### src/atna_pkg.sv
package atna_pkg;

  // Store geometry and field widths.
  localparam int ALARM_SLOTS = 8;
  localparam int SLOT_W      = 3;
  localparam int COUNT_W     = 4;
  localparam int HOUR_W      = 5;
  localparam int MIN_W       = 6;
  localparam int TYPE_W      = 2;
  localparam int ENTRY_W     = HOUR_W + MIN_W + TYPE_W;

  // Time arithmetic.
  localparam int NOW_W         = 12;
  localparam int AT_W          = 11;
  localparam int DIST_W        = 13;
  localparam int NO_ALARM_DIST = 1441;
  localparam int DAY_MINUTES   = 1440;
  localparam int HOUR_MINUTES  = 60;
  localparam int BCD_TEN       = 10;

  localparam logic [TYPE_W-1:0] TYPE_DAILY = 2'd1;

  typedef enum logic [1:0] {
    KIND_ADD   = 2'd0,
    KIND_EDIT  = 2'd1,
    KIND_DEL   = 2'd2,
    KIND_QUERY = 2'd3
  } kind_e;

  typedef enum logic [1:0] {
    ST_IDLE,
    ST_SHIFT,
    ST_SCAN,
    ST_RESP
  } state_e;

  typedef struct packed {
    logic [HOUR_W-1:0] hour;
    logic [MIN_W-1:0]  minute;
    logic [TYPE_W-1:0] atype;
  } entry_t;

endpackage

### src/atna_ram.sv
module atna_ram #(
  parameter int Width = 8,
  parameter int Depth = 8
) (
  input  logic                     clk_i,
  input  logic                     we_i,
  input  logic [$clog2(Depth)-1:0] waddr_i,
  input  logic [Width-1:0]         wdata_i,
  input  logic                     re_i,
  input  logic [$clog2(Depth)-1:0] raddr_i,
  output logic [Width-1:0]         rdata_o
);

  logic [Width-1:0] mem_q [Depth];
  logic [Width-1:0] rdata_q;

  // Single write port and one registered read port.
  always_ff @(posedge clk_i) begin
    if (we_i) begin
      mem_q[waddr_i] <= wdata_i;
    end
    if (re_i) begin
      rdata_q <= mem_q[raddr_i];
    end
  end

  assign rdata_o = rdata_q;

endmodule

### src/alarm_table_next_alarm_top.sv
// Alarm store with a soonest-alarm query.
//
// Commands arrive as input transactions on in_valid_i / in_ready_o: add,
// edit, delete and query. Each command produces exactly one result
// transaction on out_valid_o / out_ready_i, carrying the accept flag, the
// query outcome and the entry count after the command.
// The entries live in a small RAM with one write and one registered read
// port; one command is worked on at a time.
// Add, edit and every rejected command go from acceptance straight to the
// result state, which loads the output register. A delete moves the later
// entries down through the RAM, one per cycle, and then lowers the entry
// count; a query reads every stored entry once and keeps the soonest one.
// Once the result state has loaded the output register, the block returns
// to idle and takes the next command.
// A finished result waits in the output register; if the receiver stalls,
// the next command is still accepted and worked on, and its result is held
// back until the output register has been emptied.
// Reset empties the store (entry count zero) and the output register.
module alarm_table_next_alarm_top
  import atna_pkg::*;
(
  input  logic               clk_i,
  input  logic               rst_ni,
  input  logic               in_valid_i,
  output logic               in_ready_o,
  input  logic [1:0]         kind_i,
  input  logic [SLOT_W-1:0]  slot_index_i,
  input  logic [HOUR_W-1:0]  alarm_hour_i,
  input  logic [MIN_W-1:0]   alarm_minute_i,
  input  logic [TYPE_W-1:0]  alarm_type_i,
  input  logic [5:0]         now_hour_bcd_i,
  input  logic [6:0]         now_minute_bcd_i,
  output logic               out_valid_o,
  input  logic               out_ready_i,
  output logic               accepted_o,
  output logic               found_o,
  output logic [SLOT_W-1:0]  next_slot_o,
  output logic [HOUR_W-1:0]  next_hour_o,
  output logic [MIN_W-1:0]   next_minute_o,
  output logic [TYPE_W-1:0]  next_type_o,
  output logic [COUNT_W-1:0] entry_count_o
);

  state_e state_q, state_d;

  logic [COUNT_W-1:0] count_q, count_d;
  logic [COUNT_W-1:0] ptr_q, ptr_d;
  logic               rd_pend_q, rd_pend_d;
  logic [SLOT_W-1:0]  wa_q, wa_d;
  logic [NOW_W-1:0]   now_q, now_d;
  logic signed [DIST_W-1:0] best_q, best_d;

  logic               res_acc_q, res_acc_d;
  logic               res_found_q, res_found_d;
  logic [SLOT_W-1:0]  res_slot_q, res_slot_d;
  entry_t             res_entry_q, res_entry_d;

  logic               out_valid_q, out_valid_d;
  logic               out_acc_q, out_acc_d;
  logic               out_found_q, out_found_d;
  logic [SLOT_W-1:0]  out_slot_q, out_slot_d;
  entry_t             out_entry_q, out_entry_d;
  logic [COUNT_W-1:0] out_count_q, out_count_d;

  logic               ram_we;
  logic [SLOT_W-1:0]  ram_waddr;
  entry_t             ram_wdata;
  logic               ram_re;
  logic [SLOT_W-1:0]  ram_raddr;
  entry_t             ram_rdata;
  logic [ENTRY_W-1:0] ram_rdata_raw;

  logic               in_acc;
  logic               idx_ok;
  logic               full;
  logic               more;
  logic               out_free;
  logic [5:0]         now_hour;
  logic [6:0]         now_min;
  logic [AT_W-1:0]    at_min;
  logic signed [DIST_W-1:0] diff_raw;
  logic signed [DIST_W-1:0] diff;
  logic               eligible;

  assign in_ready_o = (state_q == ST_IDLE);
  assign in_acc     = in_valid_i & in_ready_o;
  assign idx_ok     = {1'b0, slot_index_i} < count_q;
  assign full       = count_q >= COUNT_W'(ALARM_SLOTS);
  assign more       = ptr_q < count_q;
  assign out_free   = ~out_valid_q | out_ready_i;

  // Current time: raw nibbles weighted as BCD digits, then minutes since midnight.
  assign now_hour = 6'(now_hour_bcd_i[5:4]) * 6'(BCD_TEN) + 6'(now_hour_bcd_i[3:0]);
  assign now_min  = 7'(now_minute_bcd_i[6:4]) * 7'(BCD_TEN) + 7'(now_minute_bcd_i[3:0]);

  // Distance of the entry read back from the RAM; only daily alarms wrap.
  assign ram_rdata = entry_t'(ram_rdata_raw);
  assign at_min    = AT_W'(ram_rdata.hour) * AT_W'(HOUR_MINUTES) + AT_W'(ram_rdata.minute);
  assign diff_raw  = $signed({2'b00, at_min}) - $signed({1'b0, now_q});
  always_comb begin
    diff     = diff_raw;
    eligible = 1'b1;
    if (diff_raw < 0) begin
      if (ram_rdata.atype == TYPE_DAILY) begin
        diff = diff_raw + DIST_W'(DAY_MINUTES);
      end else begin
        eligible = 1'b0;
      end
    end
  end

  atna_ram #(
    .Width (ENTRY_W),
    .Depth (ALARM_SLOTS)
  ) u_ram (
    .clk_i   (clk_i),
    .we_i    (ram_we),
    .waddr_i (ram_waddr),
    .wdata_i (ram_wdata),
    .re_i    (ram_re),
    .raddr_i (ram_raddr),
    .rdata_o (ram_rdata_raw)
  );

  // Next state.
  always_comb begin
    state_d = state_q;
    case (state_q)
      ST_IDLE: begin
        if (in_acc) begin
          case (kind_e'(kind_i))
            KIND_DEL:   state_d = idx_ok ? ST_SHIFT : ST_RESP;
            KIND_QUERY: state_d = ST_SCAN;
            default:    state_d = ST_RESP;
          endcase
        end
      end
      ST_SHIFT, ST_SCAN: begin
        if (!more && !rd_pend_q) begin
          state_d = ST_RESP;
        end
      end
      ST_RESP: begin
        if (out_free) begin
          state_d = ST_IDLE;
        end
      end
      default: state_d = ST_IDLE;
    endcase
  end

  // Datapath, RAM accesses and result registers.
  always_comb begin
    count_d     = count_q;
    ptr_d       = ptr_q;
    rd_pend_d   = rd_pend_q;
    wa_d        = wa_q;
    now_d       = now_q;
    best_d      = best_q;
    res_acc_d   = res_acc_q;
    res_found_d = res_found_q;
    res_slot_d  = res_slot_q;
    res_entry_d = res_entry_q;
    out_valid_d = out_valid_q;
    out_acc_d   = out_acc_q;
    out_found_d = out_found_q;
    out_slot_d  = out_slot_q;
    out_entry_d = out_entry_q;
    out_count_d = out_count_q;
    ram_we      = 1'b0;
    ram_waddr   = wa_q;
    ram_wdata   = ram_rdata;
    ram_re      = 1'b0;
    ram_raddr   = ptr_q[SLOT_W-1:0];

    // The output register empties when its transaction is taken.
    if (out_valid_q && out_ready_i) begin
      out_valid_d = 1'b0;
    end

    case (state_q)
      ST_IDLE: begin
        if (in_acc) begin
          res_acc_d   = 1'b0;
          res_found_d = 1'b0;
          res_slot_d  = '0;
          res_entry_d = '0;
          rd_pend_d   = 1'b0;
          case (kind_e'(kind_i))
            KIND_ADD: begin
              if (!full) begin
                ram_we    = 1'b1;
                ram_waddr = count_q[SLOT_W-1:0];
                ram_wdata = '{hour: alarm_hour_i, minute: alarm_minute_i,
                              atype: alarm_type_i};
                count_d   = count_q + COUNT_W'(1);
                res_acc_d = 1'b1;
              end
            end
            KIND_EDIT: begin
              if (idx_ok) begin
                ram_we    = 1'b1;
                ram_waddr = slot_index_i;
                ram_wdata = '{hour: alarm_hour_i, minute: alarm_minute_i,
                              atype: alarm_type_i};
                res_acc_d = 1'b1;
              end
            end
            KIND_DEL: begin
              if (idx_ok) begin
                res_acc_d = 1'b1;
                ptr_d     = {1'b0, slot_index_i} + COUNT_W'(1);
              end
            end
            KIND_QUERY: begin
              res_acc_d = 1'b1;
              now_d     = NOW_W'(now_hour) * NOW_W'(HOUR_MINUTES) + NOW_W'(now_min);
              best_d    = DIST_W'(NO_ALARM_DIST);
              ptr_d     = '0;
            end
            default: ;
          endcase
        end
      end
      ST_SHIFT: begin
        // Write back the entry read last cycle one place lower.
        if (rd_pend_q) begin
          ram_we    = 1'b1;
          ram_waddr = wa_q;
          ram_wdata = ram_rdata;
        end
        if (more) begin
          ram_re    = 1'b1;
          ram_raddr = ptr_q[SLOT_W-1:0];
          wa_d      = SLOT_W'(ptr_q - COUNT_W'(1));
          ptr_d     = ptr_q + COUNT_W'(1);
          rd_pend_d = 1'b1;
        end else begin
          rd_pend_d = 1'b0;
          if (!rd_pend_q) begin
            count_d = count_q - COUNT_W'(1);
          end
        end
      end
      ST_SCAN: begin
        // Compare the entry read last cycle; strictly smaller wins, so the lowest index keeps ties.
        if (rd_pend_q && eligible && (diff < best_q)) begin
          best_d      = diff;
          res_found_d = 1'b1;
          res_slot_d  = wa_q;
          res_entry_d = ram_rdata;
        end
        if (more) begin
          ram_re    = 1'b1;
          ram_raddr = ptr_q[SLOT_W-1:0];
          wa_d      = ptr_q[SLOT_W-1:0];
          ptr_d     = ptr_q + COUNT_W'(1);
          rd_pend_d = 1'b1;
        end else begin
          rd_pend_d = 1'b0;
        end
      end
      ST_RESP: begin
        if (out_free) begin
          out_valid_d = 1'b1;
          out_acc_d   = res_acc_q;
          out_found_d = res_found_q;
          out_slot_d  = res_slot_q;
          out_entry_d = res_entry_q;
          out_count_d = count_q;
        end
      end
      default: ;
    endcase
  end

  // Control registers.
  always_ff @(posedge clk_i or negedge rst_ni) begin
    if (!rst_ni) begin
      state_q     <= ST_IDLE;
      count_q     <= '0;
      rd_pend_q   <= 1'b0;
      out_valid_q <= 1'b0;
    end else begin
      state_q     <= state_d;
      count_q     <= count_d;
      rd_pend_q   <= rd_pend_d;
      out_valid_q <= out_valid_d;
    end
  end

  // Working and payload registers.
  always_ff @(posedge clk_i) begin
    ptr_q       <= ptr_d;
    wa_q        <= wa_d;
    now_q       <= now_d;
    best_q      <= best_d;
    res_acc_q   <= res_acc_d;
    res_found_q <= res_found_d;
    res_slot_q  <= res_slot_d;
    res_entry_q <= res_entry_d;
    out_acc_q   <= out_acc_d;
    out_found_q <= out_found_d;
    out_slot_q  <= out_slot_d;
    out_entry_q <= out_entry_d;
    out_count_q <= out_count_d;
  end

  assign out_valid_o   = out_valid_q;
  assign accepted_o    = out_acc_q;
  assign found_o       = out_found_q;
  assign next_slot_o   = out_slot_q;
  assign next_hour_o   = out_entry_q.hour;
  assign next_minute_o = out_entry_q.minute;
  assign next_type_o   = out_entry_q.atype;
  assign entry_count_o = out_count_q;

endmodule
### config.mk
export PLATFORM = sky130hd
export DESIGN_NAME = alarm_table_next_alarm_top
export DESIGN_NICKNAME = d
export VERILOG_FILES = /design/src/atna_pkg.sv /design/src/atna_ram.sv /design/src/alarm_table_next_alarm_top.sv
export SDC_FILE = /design/constraint.sdc
export NUM_CORES = 1
export LEC_CHECK = 0
export BUFFER_PORTS_ARGS = -buffer_cell sky130_fd_sc_hd__buf_2
export CAP_MARGIN = 30
export CELL_PAD_IN_SITES_DETAIL_PLACEMENT = 0
export CELL_PAD_IN_SITES_GLOBAL_PLACEMENT = 1
export CORE_ASPECT_RATIO = 1.4
export CORE_MARGIN = 5
export CORE_UTILIZATION = 50
export DETAILED_ROUTE_END_ITERATION = 12
export GPL_TIMING_DRIVEN = 1
export MAX_ROUTING_LAYER = met4
export PLACE_DENSITY_LB_ADDON = 0.1
export SLEW_MARGIN = 20
export SYNTH_ARGS = -nofsm -noshare
export SYNTH_HDL_FRONTEND = slang
export SYNTH_SLANG_ARGS = --single-unit
### constraint.sdc
create_clock -name clk_i -period 14.9 [get_ports clk_i]
set_input_delay 0.745 -clock clk_i [delete_from_list [all_inputs] [get_ports clk_i]]
set_output_delay 0.745 -clock clk_i [all_outputs]
set_load 0.02 [all_outputs]
==> results of run 1 <==
-- metrics by stage --
stage                     hold WS [ps]  std cells
after floorplan                    400        826
after global placement             410       1172
after detailed placement           405       1172
after CTS                          113       1204
after global routing               124       1207
final                              123       1207
-- state kept, by name, indices dropped and copies added (netlist names), 4 cells and up --
register,flops
u_ram.rdata_o,13
entry_count_o,4
best_q,13
now_q,12
res_entry_q,13
u_ram.mem_q,104
next_minute_o,6
ptr_q,4
next_hour_o,5
count_q,4
-- kinds of logic (layout without fill, tap and decap cells) --
logic type / Yosys count / count (layout)
DFF: 197 / 197
AOI/OAI and AO/OA: 170 / 170
and+or+nand+nor: 144 / 144
buffers and inverters: 111 / 195
adders and majority gates: 108 / 108
xor gates and xnor gates: 49 / 49
muxes: 47 / 47
-- area by class of cell --
cell class | count | area [um2] | share of cell area (%)
clock buffer | 17 | 425 | 3.44
clock inverter | 15 | 234 | 1.89
inverter | 91 | 342 | 2.76
multi-input combinational | 518 | 4720 | 38.1
sequential | 197 | 5880 | 47.5
tap | 297 | 372 | 3.00
timing repair buffer | 72 | 408 | 3.30
-- synthesized netlist by cell type (9+ instances only) --
master and n:
edfxtp_1 189, inv_1 89, ha_1 86, nor2_1 40, a21oi_1 36, xnor2_1 30, nand2_1 27, mux4_2 26
o21ai_0 23, a21o_1 22, fa_1 22, and2_1 20, xor2_1 18, mux2_2 17, a22o_1 13, nand2b_1 12
nand3_1 12, clkbuf_1 11, o21bai_1 10, nor2b_1 9
-- routing by layer --
layer / global-route usage, % / wire length (um) / up-vias
met5: - / 0 / -
met4: 4.96 / 252 / 0
met3: 2.73 / 878 / 18
met2: 34.0 / 12200 / 142
met1: 23.9 / 9560 / 3258
li1: - / - / 3199
-- final timing paths --
path,startpoint,end,slack (ps)
hold reg to reg,res_entry_q[11],next_hour_o[3],420
max in group asynchronous,rst_ni,state_q[0],14600
setup reg to reg,u_ram.rdata_o[10],res_entry_q[11],7680
hold / removal,rst_ni,state_q[1],120
setup / recovery,u_ram.rdata_o[10],res_entry_q[11],7680
min in group clk_i,res_entry_q[11],next_hour_o[3],420
==> qor.csv, run 1 <==
stage,metric,value,unit
outcome,status,"finished, final reports clean",
worst_setup_path,path_cells,"inv_1, fa_1, fa_1, inv_1, fa_1, ha_1, nor2b_1, o21a_1, xor2_1, ha_1, o21a_1, o211ai_1, o32ai_2, nand2b_1, mux2_2, ha_1, a21o_1, a21o_1, a21oi_1, o221ai_1, a21oi_1, o32a_1, o21a_1",
layout,drive_gt1_share,17.7,%
timing,fin_skew,17.4,ps
drt,vias_per_cell,5.48,
cts,clock-sinks,197,
timing,tightest_slew,907,ps
placed_design,place_hpwl,16.7,mm
timing,tns,0,ps
placed_design,place_area,11700,um2
die,dieArea,25100,um2
drt,vias,6617,
logic_synthesis,yosysTopAreaCell,edfxtp_1,
worst_setup_path,cp.depth,23,
worst_setup_path,worstSetupPathType,reg2reg,
layout,syn_to_final_growth,12.3,%
placed_design,gp_congestion,0.836,
grt,grt_pass1_vias,6711,
worst_hold_path,worstHoldPathType,in2async,
cts,hold_buffers,0,
logic_synthesis,synthAdderAreaFrac,13.8,%
cts,post_cts_buffers,0,
cts,clk_latency,440,ps
timing,rsz0062_at_grt,no,
timing,timing.fmax,139,MHz
logic_synthesis,synth_edf_count,189,
layout,final_cell_mix,"189 x edfxtp_1, 89 x inv_1, 86 x ha_1, 59 x buf_2, 40 x nor2_1",
grt,grt_max_degree,32,
layout,nets,1040,
worst_setup_path,crit_fanout,17,
logic_synthesis,synth.area.top_cells,"edfxtp_1 52%, ha_1 9.8%, mux4_2 5.3%, fa_1 4.0%, inv_1 3.0%",
logic_synthesis,synthSimpleGateAreaFrac,6.58,%
worst_setup_path,critical_path_required,14970,ps
timing,post-route-period-util,48.4,%
layout,final_common_cell,edfxtp_1,
worst_setup_path,slowest_delay,580,ps
logic_synthesis,synthArstFlopShare,4.06,%
grt,overflow,0,
layout,fillers,1786,
drt,drt_wl_total,22.8,mm
logic_synthesis,syn_inst,826,
logic_synthesis,synth_top_family_by_area,adder cells,
placed_design,pre_cts_slack,7670,ps
logic_synthesis,synth_xor_xnor_area_share,4.03,%
logic_synthesis,synthesis.nets,969,
cts,clockRootBuffer,clkbuf_16,
logic_synthesis,synthFlopType,edfxtp_1,
worst_setup_path,critical_path.top_delay_family,adder cells,
flow_run,maxCapViolCount,0,
die,core_area,21800,um2
cts,cts_buffer_depth,2,
cts,cts_tree,done,
die,ios,59,
grt,grt_use_total,19.4,%
timing,fin_ws,7680,ps
worst_setup_path,critPathLaunchType,flip-flop,
timing,period_needed,7220,ps
die,start_util,50.6,%
worst_setup_path,crit_path_top_delay_cell,o21a_1,
logic_synthesis,ys_types,66,
logic_synthesis,yosysTopAreaCellShare,51.5,%
logic_synthesis,synth_compound_area_share,11.0,%
drt,drt_first_pass_iters,5,
timing,hold_viol,0,
drt,ant_nets,0,
layout,final_area,12400,um2
timing,finalMaxSlewViolations,0,
worst_setup_path,critPathBufInv,2,
layout,n_antenna_cell,0,
logic_synthesis,ys_ff_latch,197,
die,die_y,186,um
timing,relSlewSlack,38.9,%
drt,wl_per_cell,18.9,um
layout,final_util,56.8,%
grt,antenna_found_initial,0,
cts,cts_max_level,4,
die,rows,64,
logic_synthesis,synthMuxAreaShare,7.42,%
grt,grt_first_pass_wirelength,36.1,mm
cts,cts_resized,0,
timing,setup_viol,0,
logic_synthesis,ys_seq_area_share,53.3,%
drt,drcViolationCount,0,
worst_setup_path,reg2reg_depth,23,
worst_setup_path,end_kind,flip-flop,
drt,drtIter0Drc,355,
worst_setup_path,critPathArrivalTime,7290,ps
die,chipWidth,135,um
cts,cts_buffers,17,
logic_synthesis,syn_avg_cell_area,13.3,um2
cts,clkTransAtPathRegs,90,ps
placed_design,port_buffers,58,
logic_synthesis,yosysWarnings,0,
logic_synthesis,synth_area,11000,um2
Power of run 1 is not shown: default switching activity piles up to over one toggle a cycle in this logic, so the estimate is an artifact.
==> run 2, diff against run 1 <==
--- a/config.mk
+++ b/config.mk
@@ -5,13 +5,14 @@
 export SDC_FILE = /design/constraint.sdc
 export NUM_CORES = 1
 export LEC_CHECK = 0
+export ABC_AREA = 1
 export BUFFER_PORTS_ARGS = -buffer_cell sky130_fd_sc_hd__buf_2
 export CAP_MARGIN = 30
 export CELL_PAD_IN_SITES_DETAIL_PLACEMENT = 0
 export CELL_PAD_IN_SITES_GLOBAL_PLACEMENT = 1
 export CORE_ASPECT_RATIO = 1.4
 export CORE_MARGIN = 5
-export CORE_UTILIZATION = 50
+export CORE_UTILIZATION = 44
 export DETAILED_ROUTE_END_ITERATION = 12
 export GPL_TIMING_DRIVEN = 1
 export MAX_ROUTING_LAYER = met4
==> constraint.sdc (replaced) <==
create_clock -name clk_i -period 6.4 [get_ports clk_i]
set_input_delay 0.32 -clock clk_i [delete_from_list [all_inputs] [get_ports clk_i]]
set_output_delay 0.32 -clock clk_i [all_outputs]
set_load 0.02 [all_outputs]
==> run 2 against run 1 <==
Worst hold slack lost 37 ps. Clock skew is 7.4 ps lower. Die area grew 17%. First-iteration DRC count rose by 42%. Worst setup slack lost 7500 ps. Synthesized cell count increased by 41%. Count of clock-buffer cells in the layout stayed put. Flip-flop and latch count unchanged. Global-route usage is 0.84 points lower. Final area rose by 7.1%. Final cell count rose by 32%. Critical path type unchanged. Critical endpoint is now res_slot_q[2]. Highest routed layer unchanged.
==> qor.csv, run 2 <==
stage,metric,value,unit,change
timing,tightest_slew,958,ps,+51.8 ps
timing,relSlewSlack,36.0,%,-2.9 points
logic_synthesis,synth_edf_count,189,,unchanged
logic_synthesis,synth_commonest_cells,"189 x edfxtp_1, 178 x nand2_1, 165 x inv_1",,
cts,clkTransAtPathRegs,70,ps,-20 ps
logic_synthesis,syn_inst,1165,,+41%
layout,largest_reg_flops,104,,unchanged
layout,final_cell_mix,"189 x edfxtp_1, 170 x nand2_1, 159 x inv_1, 131 x nor2_1, 84 x o21ai_0",,
cts,clock-sinks,197,,unchanged
cts,clockRootBuffer,clkbuf_16,,
timing,finalMaxSlewViolations,0,,unchanged
logic_synthesis,yosysTopAreaCellShare,49.5,%,-2.0 points
cts,cts_buffers,17,,unchanged
worst_setup_path,critPathLaunchType,flip-flop,,
layout,top_register,u_ram.mem_q,,
die,ios,59,,unchanged
flow_run,maxCapViolCount,0,,unchanged
grt,grt_first_pass_wirelength,41.6,mm,+15%
timing,setup_viol,0,,unchanged
logic_synthesis,ys_ff_latch,197,,unchanged
logic_synthesis,ys_types,47,,-29%
timing,period_needed,6240,ps,-981 ps
worst_hold_path,hold_depth,1,,
worst_setup_path,critPathArrivalTime,6400,ps,-890 ps
die,core_area,25900,um2,+19%
logic_synthesis,ys_seq_area_share,51.2,%,-2.1 points
logic_synthesis,synthesis.nets,1308,,+35%
placed_design,port_buffers,58,,unchanged
layout,final_common_cell,edfxtp_1,,
die,dieArea,29400,um2,+17%
worst_setup_path,regToRegStartpoint,u_ram.rdata_o[10],,
cts,cts_max_level,4,,unchanged
drt,drt_first_pass_iters,5,,unchanged
placed_design,place.detailed.instances,1540,,+31%
placed_design,gp_congestion,0.847,,+1.2%
worst_setup_path,crit_fanout,8,,-9
worst_setup_path,reg2reg_depth,35,,+52%
layout,syn_to_final_growth,15.6,%,
logic_synthesis,synth_area,11500,um2,+4.1%
drt,wl_per_cell,16.7,um,-12%
grt,grt_use_total,18.6,%,-0.84 points
cts,clk_latency,440,ps,about the same
logic_synthesis,syn_avg_cell_area,9.85,um2,-26%
worst_setup_path,slowest_delay,530,ps,-50 ps
drt,vias_per_cell,5.05,,-7.9%
die,chipWidth,146,um,+8.1%
timing,whs,85.6,ps,-37.1 ps
grt,overflow,0,,unchanged
placed_design,place_hpwl,19.1,mm,+14%
drt,vias,8025,,+21%
layout,final_util,51.1,%,-5.7 points
die,start_util,44.3,%,-6.3 points
worst_setup_path,critical_path_required,6560,ps,-8410 ps
grt,grt_max_degree,57,,+78%
logic_synthesis,synth.area.top_cells,"edfxtp_1 49%, ha_1 9.4%, nand2_1 5.8%, inv_1 5.4%, nor2_1 4.8%",,
logic_synthesis,synthFlopType,edfxtp_1,,
drt,ant_nets,0,,unchanged
timing,fin_skew,10.1,ps,-7.36 ps
layout,n_antenna_cell,0,,unchanged
grt,grt_pass1_vias,7894,,+18%
timing,rsz0062_at_grt,yes,,
die,die_y,201,um,+8.3%
drt,drt_wl_total,26.5,mm,+16%
die,rows,70,,+9.4%
outcome,status,"finished, final reports clean",,
cts,cts_tree,done,,
worst_setup_path,ff2ff_setup_slack,160,ps,-7520 ps
worst_setup_path,startpoint,u_ram.rdata_o[10],,
logic_synthesis,yosysWarnings,0,,unchanged
layout,drive_gt1_share,18.8,%,+1.1 points
layout,final-instance-count-excl-fill,1590,,+32%
layout,fillers,2430,,+36%
worst_setup_path,crit_path_top_delay_cell,fa_1,,
logic_synthesis,yosysTopAreaCell,edfxtp_1,,
logic_synthesis,synthArstFlopShare,4.06,%,unchanged
drt,drtIter0Drc,505,,+42%
cts,cts_buffer_depth,2,,unchanged
drt,drcViolationCount,0,,unchanged
logic_synthesis,synth_most_common_cell,edfxtp_1,,
worst_setup_path,worstSetupPathType,reg2reg,,
timing,timing.fmax,160,MHz,+16%
worst_hold_path,min_from,now_minute_bcd_i[0],,
timing,hold_viol,0,,unchanged
timing,post-route-period-util,97.5,%,+49 points
layout,nets,1397,,+34%
grt,antenna_found_initial,0,,unchanged
worst_setup_path,end_kind,flip-flop,,
worst_hold_path,worstHoldPathType,in2reg,,
## run 2: cell count changes after synthesis, sizes merged, moves of 26 or more
cell,change
inv,+83
mux4,-26
nand2,+179
nand3,+29
nor2,+108
o21ai,+67
## run 2: kinds of logic (layout without fill, tap and decap cells)
| group | count (synthesis) | count (layout) | share of synthesized area (%) |
|---|---|---|---|
| DFF | 197 | 197 | 51.2 |
| adders and majority gates | 108 | 108 | 13.2 |
| buffers and inverters | 206 | 307 | 7.00 |
| AOI/OAI and AO/OA | 202 | 202 | 10.0 |
| xor gates and xnor gates | 40 | 40 | 3.18 |
| and+or+nand+nor | 412 | 412 | 15.4 |
## run 2: path summary, 6_finish.rpt
| path | end |
|---|---|
| worst max-delay path | res_slot_q[2] |
| worst min-delay path | now_q[0] |
| min in group asynchronous | rd_pend_q |
| worst min register to register | next_hour_o[3] |
| worst max register to register | res_slot_q[2] |
| max in group asynchronous | state_q[1] |
## run 2: critical path, delay by kind of cell, from the launching register on
family	cells	cell delay, ps
fa+ha+maj	6	2330
buf+inv	6	670
simple gates	16	1690
xor+xnor	1	150
flops	1	410
compound gates	6	700
## run 2: what timing repair did
action                                  CTS  global route
endpoints found under the hold margin     8             0
endpoints found under the setup margin   30            30
gates resized for setup                   4            60
pin swaps                                 0            27
setup buffers                             0            15
gates cloned                              0             2
hold buffers                              1             0
## run 2: through the flow
step | setup WS [ps] | instance area, um2 | TNS (ps)
floorplan | 0.997 | 11500 | 0
global placement | -37.8 | 12200 | -710
detailed placement | -169 | 12200 | -4610
CTS | 39.1 | 12800 | 0
global route | -241 | 13300 | -6420
finish | 162 | 13300 | 0
## run 2: layout make-up
class                      count  area (um2)  share of cell area (%)
tap                          324         405                    3.06
clock inverter                14         121                   0.915
inverter                     177         672                    5.07
clock buffer                  17         425                    3.21
multi-input combinational    762        5080                    38.3
timing repair buffer          99         677                    5.11
sequential                   197        5880                    44.3
## run 2: metal layers
layer,vias up,share of wire [%],GRT usage [%]
li1,4089,-,-
met1,3780,44,22.7
met2,116,51,31.6
met3,40,2.7,2.17
met4,0,3.0,7.33
met5,-,0,-
Power of run 2 is left out for the same reason.
==> run 3, diff against run 2 <==
--- a/config.mk
+++ b/config.mk
@@ -16,7 +16,7 @@
 export DETAILED_ROUTE_END_ITERATION = 12
 export GPL_TIMING_DRIVEN = 1
 export MAX_ROUTING_LAYER = met4
-export PLACE_DENSITY_LB_ADDON = 0.1
+export PLACE_DENSITY = 0.81
 export SLEW_MARGIN = 20
 export SYNTH_ARGS = -nofsm -noshare
 export SYNTH_HDL_FRONTEND = slang
==> constraint.sdc (replaced) <==
create_clock -name clk_i -period 6.4 [get_ports clk_i]
set_input_delay 0.96 -clock clk_i [delete_from_list [all_inputs] [get_ports clk_i]]
set_output_delay 0.96 -clock clk_i [all_outputs]
set_load 0.02 [all_outputs]
==> run 3 against run 2 <==
Clock skew is 3.5 ps higher. Worst setup slack better by 79 ps. Fmax rose by 1.3%. Final area decreased by 0.37%. Critical endpoint is now best_q[10]. Final cell count is 0.44% lower. Largest cell class unchanged. Highest routed layer unchanged. Critical path depth is the same.
==> qor.csv, run 3 (same netlist as run 2, synthesis figures left out) <==
stage,metric,value,unit,change
layout,syn_to_final_growth,15.1,%,
timing,finalMaxSlewViolations,0,,unchanged
die,start_util,44.3,%,unchanged
drt,vias_per_cell,5.13,,+1.6%
layout,nets,1389,,-0.57%
grt,antenna_found_initial,0,,unchanged
timing,post-route-period-util,96.2,%,-1.2 points
placed_design,gp_congestion,0.888,,+4.9%
worst_setup_path,critPathBufInv,6,,unchanged
die,ios,59,,unchanged
worst_setup_path,rr_endpoint,best_q[10],,
drt,drtIter0Drc,415,,-18%
timing,tightest_slew,978,ps,+19.9 ps
layout,final_common_cell,edfxtp_1,,
die,core_area,25900,um2,unchanged
cts,hold_buffers,0,,-1
worst_setup_path,worstSetupPathType,reg2reg,,
layout,drive_gt1_share,18.3,%,-0.45 points
die,rows,70,,unchanged
grt,grt_pass1_vias,7768,,-1.6%
timing,relSlewSlack,34.7,%,-1.3 points
grt,grt_first_pass_wirelength,39.8,mm,-4.2%
cts,cts_max_level,4,,unchanged
grt,overflow,0,,unchanged
placed_design,port_buffers,58,,unchanged
die,dieArea,29400,um2,unchanged
worst_setup_path,critPathLaunchType,flip-flop,,
die,die_y,201,um,unchanged
drt,drt_wl_total,25.4,mm,-4.1%
flow_run,maxCapViolCount,0,,unchanged
worst_setup_path,critical_path_required,6560,ps,about the same
cts,clk_latency,440,ps,about the same
timing,rsz0062_at_grt,yes,,
outcome,status,"finished, final reports clean",,
worst_setup_path,end_kind,flip-flop,,
worst_setup_path,regToRegStartpoint,u_ram.rdata_o[8],,
timing,timing.fmax,162,MHz,+1.3%
layout,n_antenna_cell,0,,unchanged
worst_hold_path,worstHoldPathType,in2async,,
worst_setup_path,crit_path_top_delay_cell,fa_1,,
cts,cts_buffer_depth,2,,unchanged
cts,cts_buffers,17,,unchanged
drt,vias,8116,,+1.1%
timing,hold_viol,0,,unchanged
drt,drt_first_pass_iters,5,,unchanged
worst_setup_path,crit_fanout,7,,-1
grt,grt_use_total,17.8,%,-0.78 points
cts,cts_tree,done,,
worst_setup_path,critical_path.top_delay_family,adder cells,,
timing,setup_viol,0,,unchanged
drt,ant_nets,0,,unchanged
drt,wl_per_cell,16.0,um,-3.7%
cts,clockRootBuffer,clkbuf_16,,
worst_setup_path,slowest_delay,510,ps,-20 ps
layout,top_register,u_ram.mem_q,,
layout,final-instance-count-excl-fill,1583,,-0.44%
worst_setup_path,ff2ff_setup_slack,240,ps,+80 ps
drt,drcViolationCount,0,,unchanged
worst_setup_path,critPathArrivalTime,6320,ps,-80 ps
worst_setup_path,reg2reg_depth,35,,unchanged
cts,clkTransAtPathRegs,80,ps,about the same
cts,clock-sinks,197,,unchanged
placed_design,place_hpwl,18.5,mm,-3.0%
timing,period_needed,6160,ps,-79.5 ps
placed_design,place.detailed.instances,1540,,unchanged
timing,fin_skew,13.6,ps,+3.51 ps
layout,final_cell_mix,"189 x edfxtp_1, 170 x nand2_1, 159 x inv_1, 132 x nor2_1, 84 x o21ai_0",,
grt,grt_max_degree,57,,unchanged
layout,largest_reg_flops,104,,unchanged
die,chipWidth,146,um,unchanged
run 3: changes by cell type in the layout (fill, tap and decap cells not counted), sizes merged:
cell / change
clkinv: -1
dlygate4sd3: -1
inv: +2
clkbuf: -1
bufinv: +2
clkinvlp: -2
buf: -6
run 3: layout make-up:
class	count	area, um2
multi-input combinational	762	5070
inverter	177	672
fill	2359	12700
tap	324	405
sequential	197	5880
timing repair buffer	91	577
clock buffer	17	425
clock inverter	15	188
run 3: stage by stage:
| step | hold slack [ps] | utilization [%] | setup TNS (ps) | cell area (um2) | setup WS [ps] |
|---|---|---|---|---|---|
| after CTS | 327 | 49.7 | 0 | 12900 | 4.80 |
| after global placement | 406 | 47.1 | 0 | 12200 | 83.7 |
| final | 338 | 51.0 | 0 | 13200 | 242 |
| after detailed placement | 405 | 47.2 | -1240 | 12200 | -64.8 |
| after global routing | 347 | 51.0 | -1870 | 13200 | -78.9 |
| after floorplan | 400 | - | 0 | 11500 | 0.997 |
run 3: worst max path at each step:
| stage | from | to | slack (ps) | cells past startpoint |
|---|---|---|---|---|
| 2_1_floorplan | u_ram.rdata_o[10] | best_q[0] | 1 | 36 |
| 3_3_place_gp | u_ram.rdata_o[8] | best_q[6] | 80 | 38 |
| 3_5_place_dp | u_ram.rdata_o[8] | best_q[8] | -60 | 38 |
| 4_1_cts | u_ram.rdata_o[8] | best_q[10] | 5 | 38 |
| 5_1_grt | u_ram.rdata_o[8] | best_q[12] | -80 | 35 |
| 6_report | u_ram.rdata_o[8] | best_q[10] | 240 | 35 |
run 3: timing repair:
item / CTS / global route
cloned: 0 / 1
setup endpoints to repair: 30 / 30
endpoints found under the hold margin: 0 / 0
gates resized for setup: 2 / 61
pin swaps: 1 / 32
buffers inserted: 1 / 9
run 3: layer usage:
metal	up-vias	share of wire, %	global-route usage, %
met5	-	0	-
met4	0	4.1	8.34
met3	54	3.4	2.39
met2	164	50	30.2
met1	3842	42	21.1
li1	4056	-	-
Power of run 3 is left out for the same reason.
